<file path="config.mk">
export PLATFORM = sky130hd
export DESIGN_NAME = bpc_press_pipe
export DESIGN_NICKNAME = d
export VERILOG_FILES = /design/src/sv/bpc_pkg.sv /design/src/sv/bpc_press_pipe.sv
export VERILOG_INCLUDE_DIRS = /design/src /design/src/sv
export SDC_FILE = /design/constraint.sdc
export NUM_CORES = 2
export LEC_CHECK = 0
export BUFFER_PORTS_ARGS = -buffer_cell sky130_fd_sc_hd__buf_2
export CAP_MARGIN = 15
export CORE_ASPECT_RATIO = 0.5
export CORE_MARGIN = 4
export CORE_UTILIZATION = 65
export CTS_CLUSTER_DIAMETER = 100
export DETAILED_ROUTE_END_ITERATION = 12
export PLACE_DENSITY = 0.84
export RECOVER_POWER = 100
export SLEW_MARGIN = 0
export SYNTH_ARGS = -nofsm -noshare
export SYNTH_HDL_FRONTEND = slang
export SYNTH_SLANG_ARGS = --single-unit
</file>
<file path="constraint.sdc">
create_clock -name clk -period 15.1 [get_ports clk]
set_input_delay 0.755 -clock clk [delete_from_list [all_inputs] [get_ports clk]]
set_output_delay 0.755 -clock clk [all_outputs]
set_load 0.1 [all_outputs]
</file>
<file path="src/sv/baro_pressure_temp_compensation_assert.svh">
// ----------------------------------------------------------------------------
// Assertion macros for the barometric compensation block
// Implication checks in same-cycle and next-cycle form, clocked and reset-gated.
// ----------------------------------------------------------------------------
`ifndef BARO_PRESSURE_TEMP_COMPENSATION_ASSERT_SVH
`define BARO_PRESSURE_TEMP_COMPENSATION_ASSERT_SVH
`ifndef ASSERT_OFF
`define BPC_ASSERT_IMP(lbl, clk_s, rst_s, ante, cons) \
  lbl: assert property (@(posedge clk_s) disable iff (rst_s) (ante) |-> (cons)) \
    else $error("baro compensation: same-cycle check failed");
`define BPC_ASSERT_NXT(lbl, clk_s, rst_s, ante, cons) \
  lbl: assert property (@(posedge clk_s) disable iff (rst_s) (ante) |=> (cons)) \
    else $error("baro compensation: next-cycle check failed");
`else
`define BPC_ASSERT_IMP(lbl, clk_s, rst_s, ante, cons)
`define BPC_ASSERT_NXT(lbl, clk_s, rst_s, ante, cons)
`endif
`endif

</file>
<file path="src/sv/bpc_pkg.sv">
// ----------------------------------------------------------------------------
// bpc_pkg
// Widths, register indexes and shared types of the compensation pipeline.
// ----------------------------------------------------------------------------
package bpc_pkg;

  localparam int RAW_W   = 24;
  localparam int COEF_W  = 16;
  localparam int DT_W    = 25;
  localparam int TEMP_W  = 19;
  localparam int PRESS_W = 25;
  localparam int WIDE_W  = 40;
  localparam int IDX_W   = 3;
  localparam int LATENCY = 8;

  localparam logic signed [TEMP_W-1:0] TEMP_REF = 19'sd2000;

  localparam logic [IDX_W-1:0] CFG_SENS      = 3'd0;
  localparam logic [IDX_W-1:0] CFG_OFFSET    = 3'd1;
  localparam logic [IDX_W-1:0] CFG_SENS_TC   = 3'd2;
  localparam logic [IDX_W-1:0] CFG_OFFSET_TC = 3'd3;
  localparam logic [IDX_W-1:0] CFG_TREF      = 3'd4;
  localparam logic [IDX_W-1:0] CFG_TEMP_SENS = 3'd5;
  localparam logic [IDX_W-1:0] CFG_DOUBLE    = 3'd6;

  typedef struct packed {
    logic [COEF_W-1:0] sens;
    logic [COEF_W-1:0] offset;
    logic [COEF_W-1:0] sens_tc;
    logic [COEF_W-1:0] offset_tc;
    logic [COEF_W-1:0] tref;
    logic [COEF_W-1:0] temp_sens;
    logic              double_pressure;
  } coeff_t;

  typedef struct packed {
    logic                     valid;
    logic [RAW_W-1:0]         d1;
    logic signed [TEMP_W-1:0] temp1;
    logic signed [TEMP_W-1:0] temp2;
    logic signed [WIDE_W-1:0] off_net;
    logic signed [WIDE_W-1:0] sens_net;
  } comp_t;

endpackage

</file>
<file path="src/sv/bpc_press_pipe.sv">
// ----------------------------------------------------------------------------
// bpc_press_pipe
// Pressure stages: split multiply, offset subtract, doubling and saturation.
// ----------------------------------------------------------------------------
`include "baro_pressure_temp_compensation_assert.svh"

module bpc_press_pipe
  import bpc_pkg::*;
(
  input  logic                      clk,
  input  logic                      rst,
  input  comp_t                     comp,
  input  logic                      double_pressure,
  output logic                      done,
  output logic signed [TEMP_W-1:0]  temp_first_centi,
  output logic signed [TEMP_W-1:0]  temp_centi,
  output logic signed [PRESS_W-1:0] pressure_pa
);

  localparam logic signed [31:0] P_MAX = 32'sd16777215;
  localparam logic signed [31:0] P_MIN = -32'sd16777216;

  // stage 6: partial products
  logic                     v6;
  logic signed [45:0]       pp_lo;
  logic signed [44:0]       pp_hi;
  logic signed [WIDE_W-1:0] off_s6;
  logic signed [TEMP_W-1:0] temp1_s6;
  logic signed [TEMP_W-1:0] temp2_s6;

  // stage 7: recombine and subtract offset
  logic                     v7;
  logic signed [45:0]       q_s7;
  logic signed [TEMP_W-1:0] temp1_s7;
  logic signed [TEMP_W-1:0] temp2_s7;

  logic signed [RAW_W:0]  d1_s;
  logic signed [64:0]     prod;
  logic signed [30:0]     p;
  logic signed [31:0]     p2;
  logic [PRESS_W-1:0]     p_sat;

  assign d1_s = $signed({1'b0, comp.d1});
  assign prod = $signed({pp_hi, 20'b0}) + 65'(pp_lo);
  assign p    = $signed(q_s7[45:15]);
  assign p2   = double_pressure ? $signed({p, 1'b0}) : 32'(p);

  always_comb begin
    priority if (p2 > P_MAX) begin
      p_sat = P_MAX[PRESS_W-1:0];
    end else if (p2 < P_MIN) begin
      p_sat = P_MIN[PRESS_W-1:0];
    end else begin
      p_sat = p2[PRESS_W-1:0];
    end
  end

  always_ff @(posedge clk) begin
    if (rst) begin
      v6   <= 1'b0;
      v7   <= 1'b0;
      done <= 1'b0;
    end else begin
      v6   <= comp.valid;
      v7   <= v6;
      done <= v7;
    end
  end

  always_ff @(posedge clk) begin
    pp_lo    <= d1_s * $signed({1'b0, comp.sens_net[19:0]});
    pp_hi    <= d1_s * $signed(comp.sens_net[39:20]);
    off_s6   <= comp.off_net;
    temp1_s6 <= comp.temp1;
    temp2_s6 <= comp.temp2;

    q_s7     <= 46'($signed(prod[64:21])) - 46'(off_s6);
    temp1_s7 <= temp1_s6;
    temp2_s7 <= temp2_s6;

    temp_first_centi <= temp1_s7;
    temp_centi       <= temp2_s7;
    pressure_pa      <= $signed(p_sat);
  end

  `BPC_ASSERT_IMP(a_valid_travel, clk, rst, 1'b1, done == $past(comp.valid, 3))

endmodule

</file>
==> flow_summary.json <==
{
  "critical-path-max-stage-delay_ns": 1.61,
  "yosysMostFrequentCell": "inv_1",
  "ys_types": 91,
  "drv_slew": 66,
  "yosysTopAreaCell": "fa_1",
  "min_path_cells": 1,
  "max-slew-margin-rel_pct": -53.01,
  "synth_edf_count": 0,
  "drive_gt1_share_pct": 4.798,
  "path_cells": "clkbuf_1, nand2_1, fa_1, inv_1, fa_1, ha_1, fa_1, inv_1, fa_1, inv_1, fa_1, inv_1, fa_1, inv_1, ha_1, a21o_1, a41oi_1, a311oi_1, o21ai_0, o21ai_0, and4b_1, a311o_1",
  "cp.arrival_ns": 8.76,
  "final.fill_count": 4555,
  "synthTopCellsByArea": "fa_1 (38%), dfxtp_1 (14%), ha_1 (12%)",
  "drt_iter0_drc": 2460,
  "crit_required_ns": 15.53,
  "synth_warnings": 0,
  "routedWlPerCell_um": 19.53,
  "nets": 5812,
  "dr_wl_met3_um": 13700,
  "period_share_pct": 55.15,
  "netlist_instances": 4435,
  "synth_ff_type": "dfxtp_1",
  "rr_endpoint": "q_s7[42]$_DFF_P_",
  "cts_buffer_depth": 3,
  "h-tree-depth": 1,
  "top_layer": "met5",
  "clock_skew_ns": 0.01391,
  "drc": 0,
  "synth_top_area_share_pct": 38.09,
  "synth.cell_area_um2": 41260,
  "grt_max_degree": 41,
  "syn_area_per_cell_um2": 9.304,
  "async_reset_ff_share_pct": 0,
  "yosys_register_bits": 281,
  "postCtsSetupBuffers": 0,
  "avgViaCountPerCell": 5.758,
  "worstSkewPairLatency_ns": 0.55,
  "cts_hold_buf": 0,
  "track_usage_pct": 31.31,
  "worst_slew_pin_slew_ns": 2.295,
  "critPathLaunchType": "input pin",
  "portBuffers": 209,
  "via_count": 30709,
  "dp_hpwl_um": 79380,
  "wirelength_um": 104100,
  "layoutNonFillerInstCount": 5333,
  "grt_pass1_wl_um": 168000,
  "io_pins": 210,
  "crit_type": "input pin to flip-flop",
  "dr.pass1.iters": 5,
  "cts_tree": "yes",
  "cp_common_cell": "fa_1",
  "synth_nets": 5765,
  "initial_utilization_pct": 66.57,
  "antenna_found_initial": 8,
  "row_count": 64,
  "ant_nets": 0,
  "r2r_start": "pp_lo[22]$_DFF_P_",
  "dieArea_um2": 67820,
  "die_h_um": 186.2,
  "totalNegativeSetupSlack_ns": 0,
  "failed_checks": "max-capacitance violations, max-slew violations",
  "cp.depth": 22,
  "hp-start": "comp[63]",
  "cts.sinks": 281,
  "finalSetupViolations": 0,
  "dr_wl_met2_um": 47710,
  "grt_pass1_vias": 32941,
  "gp_congestion": 0.9608,
  "hold_path_class": "input pin to flip-flop",
  "end_kind": "flip-flop",
  "path_buf_inv": 6,
  "grt-ovfl-total": 0,
  "cts-root-buf": "clkbuf_16",
  "synth_commonest_cells": "inv_1 (942), fa_1 (785), nand2_1 (535)",
  "critPathTopFamily": "adder cells",
  "critical_path.max_fanout": 39,
  "areaGrowthSynthToFinish_pct": 4.870,
  "cts.reportedPaths.clkPinSlew_ns": 0.07,
  "ys_seq_area_share_pct": 13.63,
  "coreArea_um2": 61980,
  "reg2regPathDepth": 20,
  "die_x_um": 364.3,
  "cp_slowest_cell": "clkbuf_1",
  "finalHoldViolations": 0,
  "cts_buffers": 26,
  "placed_cells": 5279,
  "status": "complete, but fails checks",
  "rsz0062_at_grt": "false",
  "met1Wirelength_um": 39060,
  "hold_end": "off_s6[23]$_DFF_P_",
  "cap_violations": 2,
  "ff2ff_setup_slack_ns": 9.17,
  "cts_resized": 0,
  "fin_crit_ns": 8.328,
  "fmax_mhz": 120.1
}
layout by cell type (no fill, tap or decap), types with 23 or more instances in the layout:
cell       synthesis  layout
xnor2_1           90      90
ha_1             399     399
inv_1            942     942
dfxtp_1          281     281
nor2_1            74      74
a21oi_1          112     113
o21ai_0           69      79
and2_1           477     470
a21o_1            78      78
clkbuf_1         198      75
fa_1             785     785
mux2i_1           23      23
nand3_1           36      37
buf_2              0     139
and3_1            27      28
nand4_1           25      25
nand2_1          535     536
xor2_1            40      40
clkbuf_16          0      27
through the flow:
step                util [%]  hold WS, ns  setup slack (ns)  cell area (um^2)
finish                 69.82       0.3005             6.772             43270
global route           69.80       0.2848             6.425             43260
CTS                    70.20       0.2836             7.825             43510
detailed placement     68.84       0.3121             7.225             42660
global placement       68.84       0.3099             7.415             42660
floorplan                  -       0.3096             8.296             41260
layout make-up:
| class | instances | area (um^2) | share of cell area [%] |
|---|---|---|---|
| multi-input cells | 3012 | 31180 | 72.07 |
| inverters | 942 | 3536 | 8.171 |
| diodes | 6 | 15.01 | 0.03470 |
| repair buffers | 219 | 1033 | 2.388 |
| clock inverters | 15 | 136.4 | 0.3152 |
| clock buffers | 33 | 708.2 | 1.637 |
| flip-flops and latches | 281 | 5625 | 13.00 |
| well taps | 825 | 1032 | 2.385 |
cells by family (layout without fill, tap and decap cells):
group,Yosys count,count (layout),share of synthesized area [%]
compound gates,407,407,6.914
xor+xnor,130,130,2.759
fa+ha+maj,1184,1184,50.18
buf+inv,1142,1209,10.39
flops,281,281,13.63
mux,24,24,0.5852
other cells,0,6,0
simple gates,1267,1267,15.53
registers in the layout (all words and copies together), names as in the netlist, 24 cells and up:
name and cells:
pp_hi 45, off_s6 40, q_s7 30, pressure_pa 25, pp_lo 24
worst register-to-register path, cell delays in order, from the launching register on:
cell	delay, ns
dfxtp_1	0.33
ha_1	0.36
nor2b_1	0.17
o21a_1	0.18
o21ai_0	0.30
a21oi_1	0.11
o21ai_0	0.28
a211oi_1	0.17
o21ai_0	0.92
a21boi_0	0.29
xor2_1	0.21
ha_1	0.38
a21oi_1	0.21
nor2b_1	0.06
o21a_1	0.18
nor4_1	0.19
o41ai_1	0.14
a221oi_1	0.50
a21oi_1	0.17
a2111oi_0	0.56
xnor2_1	0.17
layer usage:
metal	vias to the layer above	track usage, %
li1	13492	-
met1	15056	39.34
met2	1805	52.18
met3	350	9.592
met4	6	10.96
met5	-	0
worst max-delay path by stage:
| stage | from | endpoint | slack (ns) |
|---|---|---|---|
| 3_3_place_gp | comp[132] | pp_hi[43]$_DFF_P_ | 7.41 |
| 6_report | comp[118] | pp_hi[41]$_DFF_P_ | 6.77 |
| 4_1_cts | comp[132] | pp_hi[41]$_DFF_P_ | 7.82 |
| 2_1_floorplan | comp[132] | pp_hi[43]$_DFF_P_ | 8.30 |
| 3_5_place_dp | comp[132] | pp_hi[41]$_DFF_P_ | 7.22 |
| 5_1_grt | comp[118] | pp_hi[41]$_DFF_P_ | 6.42 |
Power is left out: the tool's default activity adds up to more than one toggle a clock period on the data nets, which glitch-free logic cannot reach.
