### src/sv/baro_pressure_temp_compensation_assert.svh
// ----------------------------------------------------------------------------
// Assertion macros for the barometric compensation block
// Implication checks in same-cycle and next-cycle form, clocked and reset-gated.
// ----------------------------------------------------------------------------
`ifndef BARO_PRESSURE_TEMP_COMPENSATION_ASSERT_SVH
`define BARO_PRESSURE_TEMP_COMPENSATION_ASSERT_SVH
`ifndef ASSERT_OFF
`define BPC_ASSERT_IMP(lbl, clk_s, rst_s, ante, cons) \
  lbl: assert property (@(posedge clk_s) disable iff (rst_s) (ante) |-> (cons)) \
    else $error("baro compensation: same-cycle check failed");
`define BPC_ASSERT_NXT(lbl, clk_s, rst_s, ante, cons) \
  lbl: assert property (@(posedge clk_s) disable iff (rst_s) (ante) |=> (cons)) \
    else $error("baro compensation: next-cycle check failed");
`else
`define BPC_ASSERT_IMP(lbl, clk_s, rst_s, ante, cons)
`define BPC_ASSERT_NXT(lbl, clk_s, rst_s, ante, cons)
`endif
`endif

### src/sv/bpc_pkg.sv
// ----------------------------------------------------------------------------
// bpc_pkg
// Widths, register indexes and shared types of the compensation pipeline.
// ----------------------------------------------------------------------------
package bpc_pkg;

  localparam int RAW_W   = 24;
  localparam int COEF_W  = 16;
  localparam int DT_W    = 25;
  localparam int TEMP_W  = 19;
  localparam int PRESS_W = 25;
  localparam int WIDE_W  = 40;
  localparam int IDX_W   = 3;
  localparam int LATENCY = 8;

  localparam logic signed [TEMP_W-1:0] TEMP_REF = 19'sd2000;

  localparam logic [IDX_W-1:0] CFG_SENS      = 3'd0;
  localparam logic [IDX_W-1:0] CFG_OFFSET    = 3'd1;
  localparam logic [IDX_W-1:0] CFG_SENS_TC   = 3'd2;
  localparam logic [IDX_W-1:0] CFG_OFFSET_TC = 3'd3;
  localparam logic [IDX_W-1:0] CFG_TREF      = 3'd4;
  localparam logic [IDX_W-1:0] CFG_TEMP_SENS = 3'd5;
  localparam logic [IDX_W-1:0] CFG_DOUBLE    = 3'd6;

  typedef struct packed {
    logic [COEF_W-1:0] sens;
    logic [COEF_W-1:0] offset;
    logic [COEF_W-1:0] sens_tc;
    logic [COEF_W-1:0] offset_tc;
    logic [COEF_W-1:0] tref;
    logic [COEF_W-1:0] temp_sens;
    logic              double_pressure;
  } coeff_t;

  typedef struct packed {
    logic                     valid;
    logic [RAW_W-1:0]         d1;
    logic signed [TEMP_W-1:0] temp1;
    logic signed [TEMP_W-1:0] temp2;
    logic signed [WIDE_W-1:0] off_net;
    logic signed [WIDE_W-1:0] sens_net;
  } comp_t;

endpackage

### src/sv/bpc_cfg_regs.sv
// ----------------------------------------------------------------------------
// bpc_cfg_regs
// Calibration register file written through the configuration channel.
// ----------------------------------------------------------------------------
`include "baro_pressure_temp_compensation_assert.svh"

module bpc_cfg_regs
  import bpc_pkg::*;
(
  input  logic                clk,
  input  logic                rst,
  input  logic                cfg_valid,
  output logic                cfg_ready,
  input  logic [IDX_W-1:0]    cfg_index,
  input  logic [COEF_W-1:0]   cfg_data,
  output coeff_t              coeff
);

  logic wr;

  assign cfg_ready = 1'b1;
  assign wr        = cfg_valid && cfg_ready;

  always_ff @(posedge clk) begin
    if (rst) begin
      coeff <= '{default: '0, double_pressure: 1'b1};
    end else if (wr) begin
      unique case (cfg_index)
        CFG_SENS:      coeff.sens            <= cfg_data;
        CFG_OFFSET:    coeff.offset          <= cfg_data;
        CFG_SENS_TC:   coeff.sens_tc         <= cfg_data;
        CFG_OFFSET_TC: coeff.offset_tc       <= cfg_data;
        CFG_TREF:      coeff.tref            <= cfg_data;
        CFG_TEMP_SENS: coeff.temp_sens       <= cfg_data;
        CFG_DOUBLE:    coeff.double_pressure <= cfg_data[0];
        default: begin
        end
      endcase
    end
  end

  `BPC_ASSERT_NXT(a_double_write, clk, rst, wr && cfg_index == CFG_DOUBLE, coeff.double_pressure == $past(cfg_data[0]))
  `BPC_ASSERT_NXT(a_ignore_high, clk, rst, wr && cfg_index != CFG_SENS && cfg_index != CFG_OFFSET && cfg_index != CFG_SENS_TC && cfg_index != CFG_OFFSET_TC && cfg_index != CFG_TREF && cfg_index != CFG_TEMP_SENS && cfg_index != CFG_DOUBLE, $stable(coeff))

endmodule

### config.mk
export PLATFORM = sky130hd
export DESIGN_NAME = bpc_cfg_regs
export DESIGN_NICKNAME = d
export VERILOG_FILES = /design/src/sv/bpc_pkg.sv /design/src/sv/bpc_cfg_regs.sv
export VERILOG_INCLUDE_DIRS = /design/src /design/src/sv
export SDC_FILE = /design/constraint.sdc
export NUM_CORES = 1
export LEC_CHECK = 0
export BUFFER_PORTS_ARGS = -buffer_cell sky130_fd_sc_hd__buf_4
export CAP_MARGIN = 0
export CORE_MARGIN = 2
export CORE_UTILIZATION = 36
export DETAILED_ROUTE_END_ITERATION = 8
export SETUP_SLACK_MARGIN = 0.02
export SLEW_MARGIN = 20
export SYNTH_ARGS = -nofsm -noshare
export SYNTH_HDL_FRONTEND = slang
export SYNTH_SLANG_ARGS = --single-unit
### constraint.sdc
create_clock -name clk -period 2.6 [get_ports clk]
set_clock_uncertainty 0.05 [all_clocks]
set_input_delay 0.13 -clock clk [delete_from_list [all_inputs] [get_ports clk]]
set_output_delay 0.13 -clock clk [all_outputs]
set_load 0.005 [all_outputs]
==> results.txt, run 1 <==
P_sw -> 0.000640 W
Reg with most FFs -> coeff
Sequential share of the synthesized area -> 50.6%
GRT overflow -> 0
# fillers -> 958
Yosys cell types -> 15
Max Fanout on Critical Path -> 14
Final Hold Vio Count -> 0
Die ar. -> 11500 um2
Routed WL per cell -> 15.8 um
Tot Pwr -> 0.00278 W
DP HPWL -> 6.54 mm
RSZ-0062 raised after global routing -> false
Final ANT Viol Nets -> 0
Clk network pwr share -> 36.3%
Worst Hold Class -> in2reg
Clock Sinks -> 97
Sw frac -> 23.1%
Tcrit/Tclk final -> 48.6%
Row count -> 37
Die H -> 107 um
Seq pwr share -> 55.3%
Reg clk slew, reported paths -> 0.09 ns
Starting DRT DRC Count -> 125
Antenna diodes -> 0
Largest net degree at the start of global routing -> 76
Share of cells above drive strength 1 -> 30.8%
Final Setup Violations -> 0
CTS tree -> built
Buf/Inv on CP -> 1
Max stage delay on crit path -> 0.92 ns
Setup CP Type -> in2reg
CTS Root Cell -> clkbuf_8
DIE WIDTH -> 107 um
Footprint of the multi-input gates -> 1760 um2
CP Depth -> 3
Area of the core -> 10300 um2
Max Slew Vio Count -> 0
DRC -> 0
Skew-Pair Late Insertion Delay -> 0.36 ns
Bufs on Longest Clock Path -> 2
CTS buffer count -> 9
Most frequent cells in the layout -> buf_4, nand2b_1, mux2i_1, dfxtp_1, clkbuf_8
Largest regs -> coeff x97
I/O pin total -> 120
Slew HR -> 44.8%
Worst-margin pin slew -> 0.828 ns
GP Congestion -> 0.702
Starting Density -> 37.2%
CP top delay family -> simple AND/OR/NAND/NOR gates
Mapped Avg Cell Area -> 11.2 um2
Via count -> 2743
Worst endpoint required time -> 2.77 ns
Flops & latches, synth -> 97
Cell Area, Synth -> 3840 um2
Global-route wire length before repair -> 14.6 mm
Cells after synthesis -> 342
Leakage -> 2.53 nW
Maxcap violations -> 0
Port bufs -> 118
Vias in the first global route -> 2746
Nets -> 475
Result of the run -> finished, final reports clean
Syn nets -> 364
Drt first pass iters -> 4
Overall Global Routing Usage -> 16.8%
Initial antenna violation count -> 0
Ys Warns -> 0
Reg area -> 1940 um2
TNS Setup -> 0 ns
Combinational power share -> 8.3%
Syn-to-layout area delta -> 30.7%
Crit path cell chain -> buf_4, or4b_1, mux2i_1
Total Wirelength -> 9.37 mm
Via-per-instance ratio -> 4.62
Worst setup SP type -> primary input
Max FFs per register -> 97
H-tree depth -> 3
CP max-delay cell -> or4b_1
Reg2Reg Depth -> 2
Post-layout min period -> 1.26 ns
Post-CTS setup buffers -> 0
Hold path cells -> 3
Commonest non-fill, non-tap cell in the layout -> buf_4
Worst EP arrival -> 1.43 ns
Power Internal -> 0.00214 W
Critical Path End Type -> register
Fmax -> 792 MHz
Power Density -> 553 nW/um2
IR drop worst, VDD -> 220 uV
-- routing by layer --
metal,global-route usage (%),part of all wire [%],up-vias
li1,-,-,1358
met1,21.7,46,1294
met2,26.4,47,76
met3,3.21,5.1,15
met4,8.91,2.3,0
met5,0,0,-
-- cell usage after synthesis (all sizes together) --
master     n  area (um2)
and4bb     1        12.5
buf       13        91.3
clkbuf    12        45.0
conb       1        3.75
dfxtp     97        1940
mux2i     97         971
nand2b   112         701
nand4b     3        26.3
nand4bb    2        22.5
nor2       2        7.51
nor4b      1        8.76
or4b       1        10.0
-- kinds of logic (layout without fill, tap and decap cells) --
group                  after synthesis  after routing  share of synthesized area [%]
buffers and inverters               25            141                           3.55
other                                1              1                         0.0976
multiplexers                        97             97                           25.3
AND/OR/NAND/NOR                    122            122                           20.5
flip-flops                          97             97                           50.6
-- layout make-up --
class                           instances  share of cell area (%)
Tap cell                              136                    3.39
Clock buffer                           11                    3.02
Multi-Input combinational cell        220                    35.1
Timing Repair Buffer                  125                    18.7
Sequential cell                        97                    38.7
Clock inverter                          5                    1.07
-- through the flow --
| stage | cell area [um2] | hold WS, ns | util [%] | setup slack, ns | cells |
|---|---|---|---|---|---|
| after detailed placement | 4810 | 0.367 | 46.6 | 0.951 | 577 |
| final | 5020 | 0.0724 | 48.6 | 1.34 | 594 |
| after CTS | 5020 | 0.0525 | 48.6 | 1.33 | 594 |
| after global placement | 4810 | 0.337 | 46.6 | 0.989 | 577 |
| after global routing | 5020 | 0.0817 | 48.6 | 1.30 | 594 |
| after floorplan | 3840 | 0.241 | - | 1.38 | 342 |
-- final timing paths --
path	slack, ns	from	end
worst max-delay path	1.34	cfg_index[0]	coeff[92]$_SDFFE_PP0P_
worst min-delay path	0.07	cfg_index[0]	coeff[81]$_SDFFE_PP0P_
worst max register to register	1.88	coeff[92]$_SDFFE_PP0P_	coeff[92]$_SDFFE_PP0P_
worst min register to register	0.43	coeff[18]$_SDFFE_PP0P_	coeff[18]$_SDFFE_PP0P_
-- tightest hold or removal path: stages --
cell     delay, ns
buf_4         0.11
nor4b_1       0.08
mux2i_1       0.11
-- power groups by stage --
stage / Sequential, W / Clock (W) / Combinational (W)
6_report: 0.00154 / 0.00101 / 0.000231
4_1_cts: 0.00154 / 0.00104 / 0.000235
5_1_grt: 0.00154 / 0.00110 / 0.000251
2_1_floorplan: 0.00157 / 0 / 0.000121
3_3_place_gp: 0.00157 / 0 / 0.000229
3_5_place_dp: 0.00157 / 0 / 0.000233
-- repair_timing --
item / CTS / global route
hold endpoints to repair: 1 / 0
hold buffers: 1 / 0
resized for setup: 0 / 0
No activity file was read; power rests on OpenSTA's default activity.
==> run 2: changes to the inputs <==
==> constraint.sdc (replaced) <==
create_clock -name clk -period 1.16 [get_ports clk]
set_clock_uncertainty 0.05 [all_clocks]
set_input_delay 0.058 -clock clk [delete_from_list [all_inputs] [get_ports clk]]
set_output_delay 0.058 -clock clk [all_outputs]
set_load 0.005 [all_outputs]
==> run 2 against run 1 <==
Clock power increased by 120%. Utilization increased by 1.7 points. Critical path depth decreased by 2. Register-to-register slack got worse by 1.4 ns. Sequential cell count unchanged. Global-route usage about the same. Routed wire length increased by 0.51%. Worst hold slack got worse by 0.050 ns. Via count decreased by 0.95%. Cell count increased by 1.9%. Die area unchanged. Total power increased by 130%.
==> results.txt, run 2 (same netlist as run 1, synthesis figures left out) <==
DRC -> 0
Final Hold Vio Count -> 0
Starting Density -> 37.2%
Die ar. -> 11500 um2
Area of the core -> 10300 um2
Commonest non-fill, non-tap cell in the layout -> buf_4
Bufs on Longest Clock Path -> 2
Total Wirelength -> 9.42 mm
GRT overflow -> 0
Final setup margin -> 0.201 ns
Place WS -> -0.0709 ns
Overall Global Routing Usage -> 16.7%
CTS tree -> built
Max Slew Vio Count -> 0
Maxcap violations -> 0
Routed WL per cell -> 15.6 um
Setup CP Type -> reg2out
Via-per-instance ratio -> 4.49
Post-Layout Cell Count -> 605
Largest regs -> coeff x97
Worst Hold Class -> in2reg
Reg with most FFs -> coeff
Max Fanout on Critical Path -> 2
Largest net degree at the start of global routing -> 30
Nets -> 486
Max stage delay on crit path -> 0.37 ns
Share of cells above drive strength 1 -> 32.6%
Row count -> 37
CP top delay family -> flip-flops
Clock Sinks -> 97
Worst endpoint required time -> 1.05 ns
Final Setup Violations -> 0
CTS buffer count -> 9
Antenna diodes -> 0
Port bufs -> 118
Initial antenna violation count -> 0
Placed cell area -> 4980 um2
Max FFs per register -> 97
Vias in the first global route -> 2794
Via count -> 2717
IR drop worst, VDD -> 529 uV
Reg clk slew, reported paths -> 0.10 ns
I/O pin total -> 120
H-tree depth -> 3
Post-layout min period -> 0.959 ns
Critical Path End Type -> output port
Buf/Inv on CP -> 1
CTS Root Cell -> clkbuf_8
RSZ-0062 raised after global routing -> false
DIE WIDTH -> 107 um
Skew-Pair Late Insertion Delay -> 0.36 ns
Drt first pass iters -> 4
Most frequent cells in the layout -> buf_4, nand2b_1, mux2i_1, dfxtp_1, clkbuf_8
Starting DRT DRC Count -> 91
Result of the run -> finished, final reports clean
Power Density -> 1210 nW/um2
Global-route wire length before repair -> 14.7 mm
Die H -> 107 um
Worst EP arrival -> 0.85 ns
GP Congestion -> 0.696
Fin area -> 5190 um2
Placed insts -> 588
Final ANT Viol Nets -> 0
Crit path cell chain -> buf_4
Fmax -> 1040 MHz
Leakage -> 2.61 nW
Tcrit/Tclk final -> 82.7%
CP max-delay cell -> dfxtp_1
Worst setup SP type -> register
Syn-to-layout area delta -> 35.2%
DP HPWL -> 6.84 mm
run 2: changes by cell type in the layout (fill, tap and decap cells not counted):
cell        before  now
buf_12           0    7
buf_4          124  128
clkbuf_8        11    9
clkinv_2         3    1
clkinvlp_4       0    2
inv_6            0    1
inv_8            0    1
or4b_1           1    0
or4b_4           0    1
run 2: final timing paths:
check	from	slack (ns)	to	depth (start not counted)
worst max-delay path	coeff[61]$_SDFFE_PP0P_	0.20	coeff[61]	1
worst min-delay path	cfg_data[9]	0.02	coeff[10]$_SDFFE_PP0P_	3
worst max register to register	coeff[61]$_SDFFE_PP0P_	0.45	coeff[61]$_SDFFE_PP0P_	2
worst min register to register	coeff[78]$_SDFFE_PP0P_	0.42	coeff[78]$_SDFFE_PP0P_	2
run 2: metal layers:
layer	share of wire, %	track usage, %	up-vias
li1	-	-	1374
met5	0	0	-
met2	48	27.7	62
met3	5.0	4.12	10
met4	1.4	5.57	0
met1	46	21.3	1271
run 2: power by group:
group          internal (W)  switching, W  leakage [nW]
registers           0.00340     0.0000415         0.785
clock network       0.00102       0.00124        0.0977
logic              0.000321      0.000248          1.72
total               0.00474       0.00153          2.61
run 2: through the flow:
step	hold WS (ns)	setup TNS, ns	total power [W]	utilization (%)
after floorplan	0.169	0	0.00379	-
after global placement	0.269	-0.731	0.00409	48.2
after detailed placement	0.298	-0.916	0.00410	48.2
after CTS	0.0164	0	0.00635	50.3
after global routing	0.0363	0	0.00653	50.3
final	0.0225	0	0.00627	50.3
run 2: timing repair:
| item | in CTS | in global routing |
|---|---|---|
| resized for setup | 0 | 0 |
| hold buffers | 1 | 0 |
| hold endpoints to repair | 1 | 0 |
| setup buffers | 0 | 0 |
run 2: cell type report:
cell class	instances	area [um2]
fillers	955	5130
flip-flops and latches	97	1940
multi-input cells	220	1770
repair buffers	136	1110
well taps	136	170
clock buffers	9	124
clock inverters	7	78.8
run 2: worst reg2reg max path, delay by kind of cell (launching register included):
| family | cells | cell delay (ns) |
|---|---|---|
| flops | 1 | 0.37 |
| mux | 1 | 0.16 |
| simple gates | 1 | 0.07 |
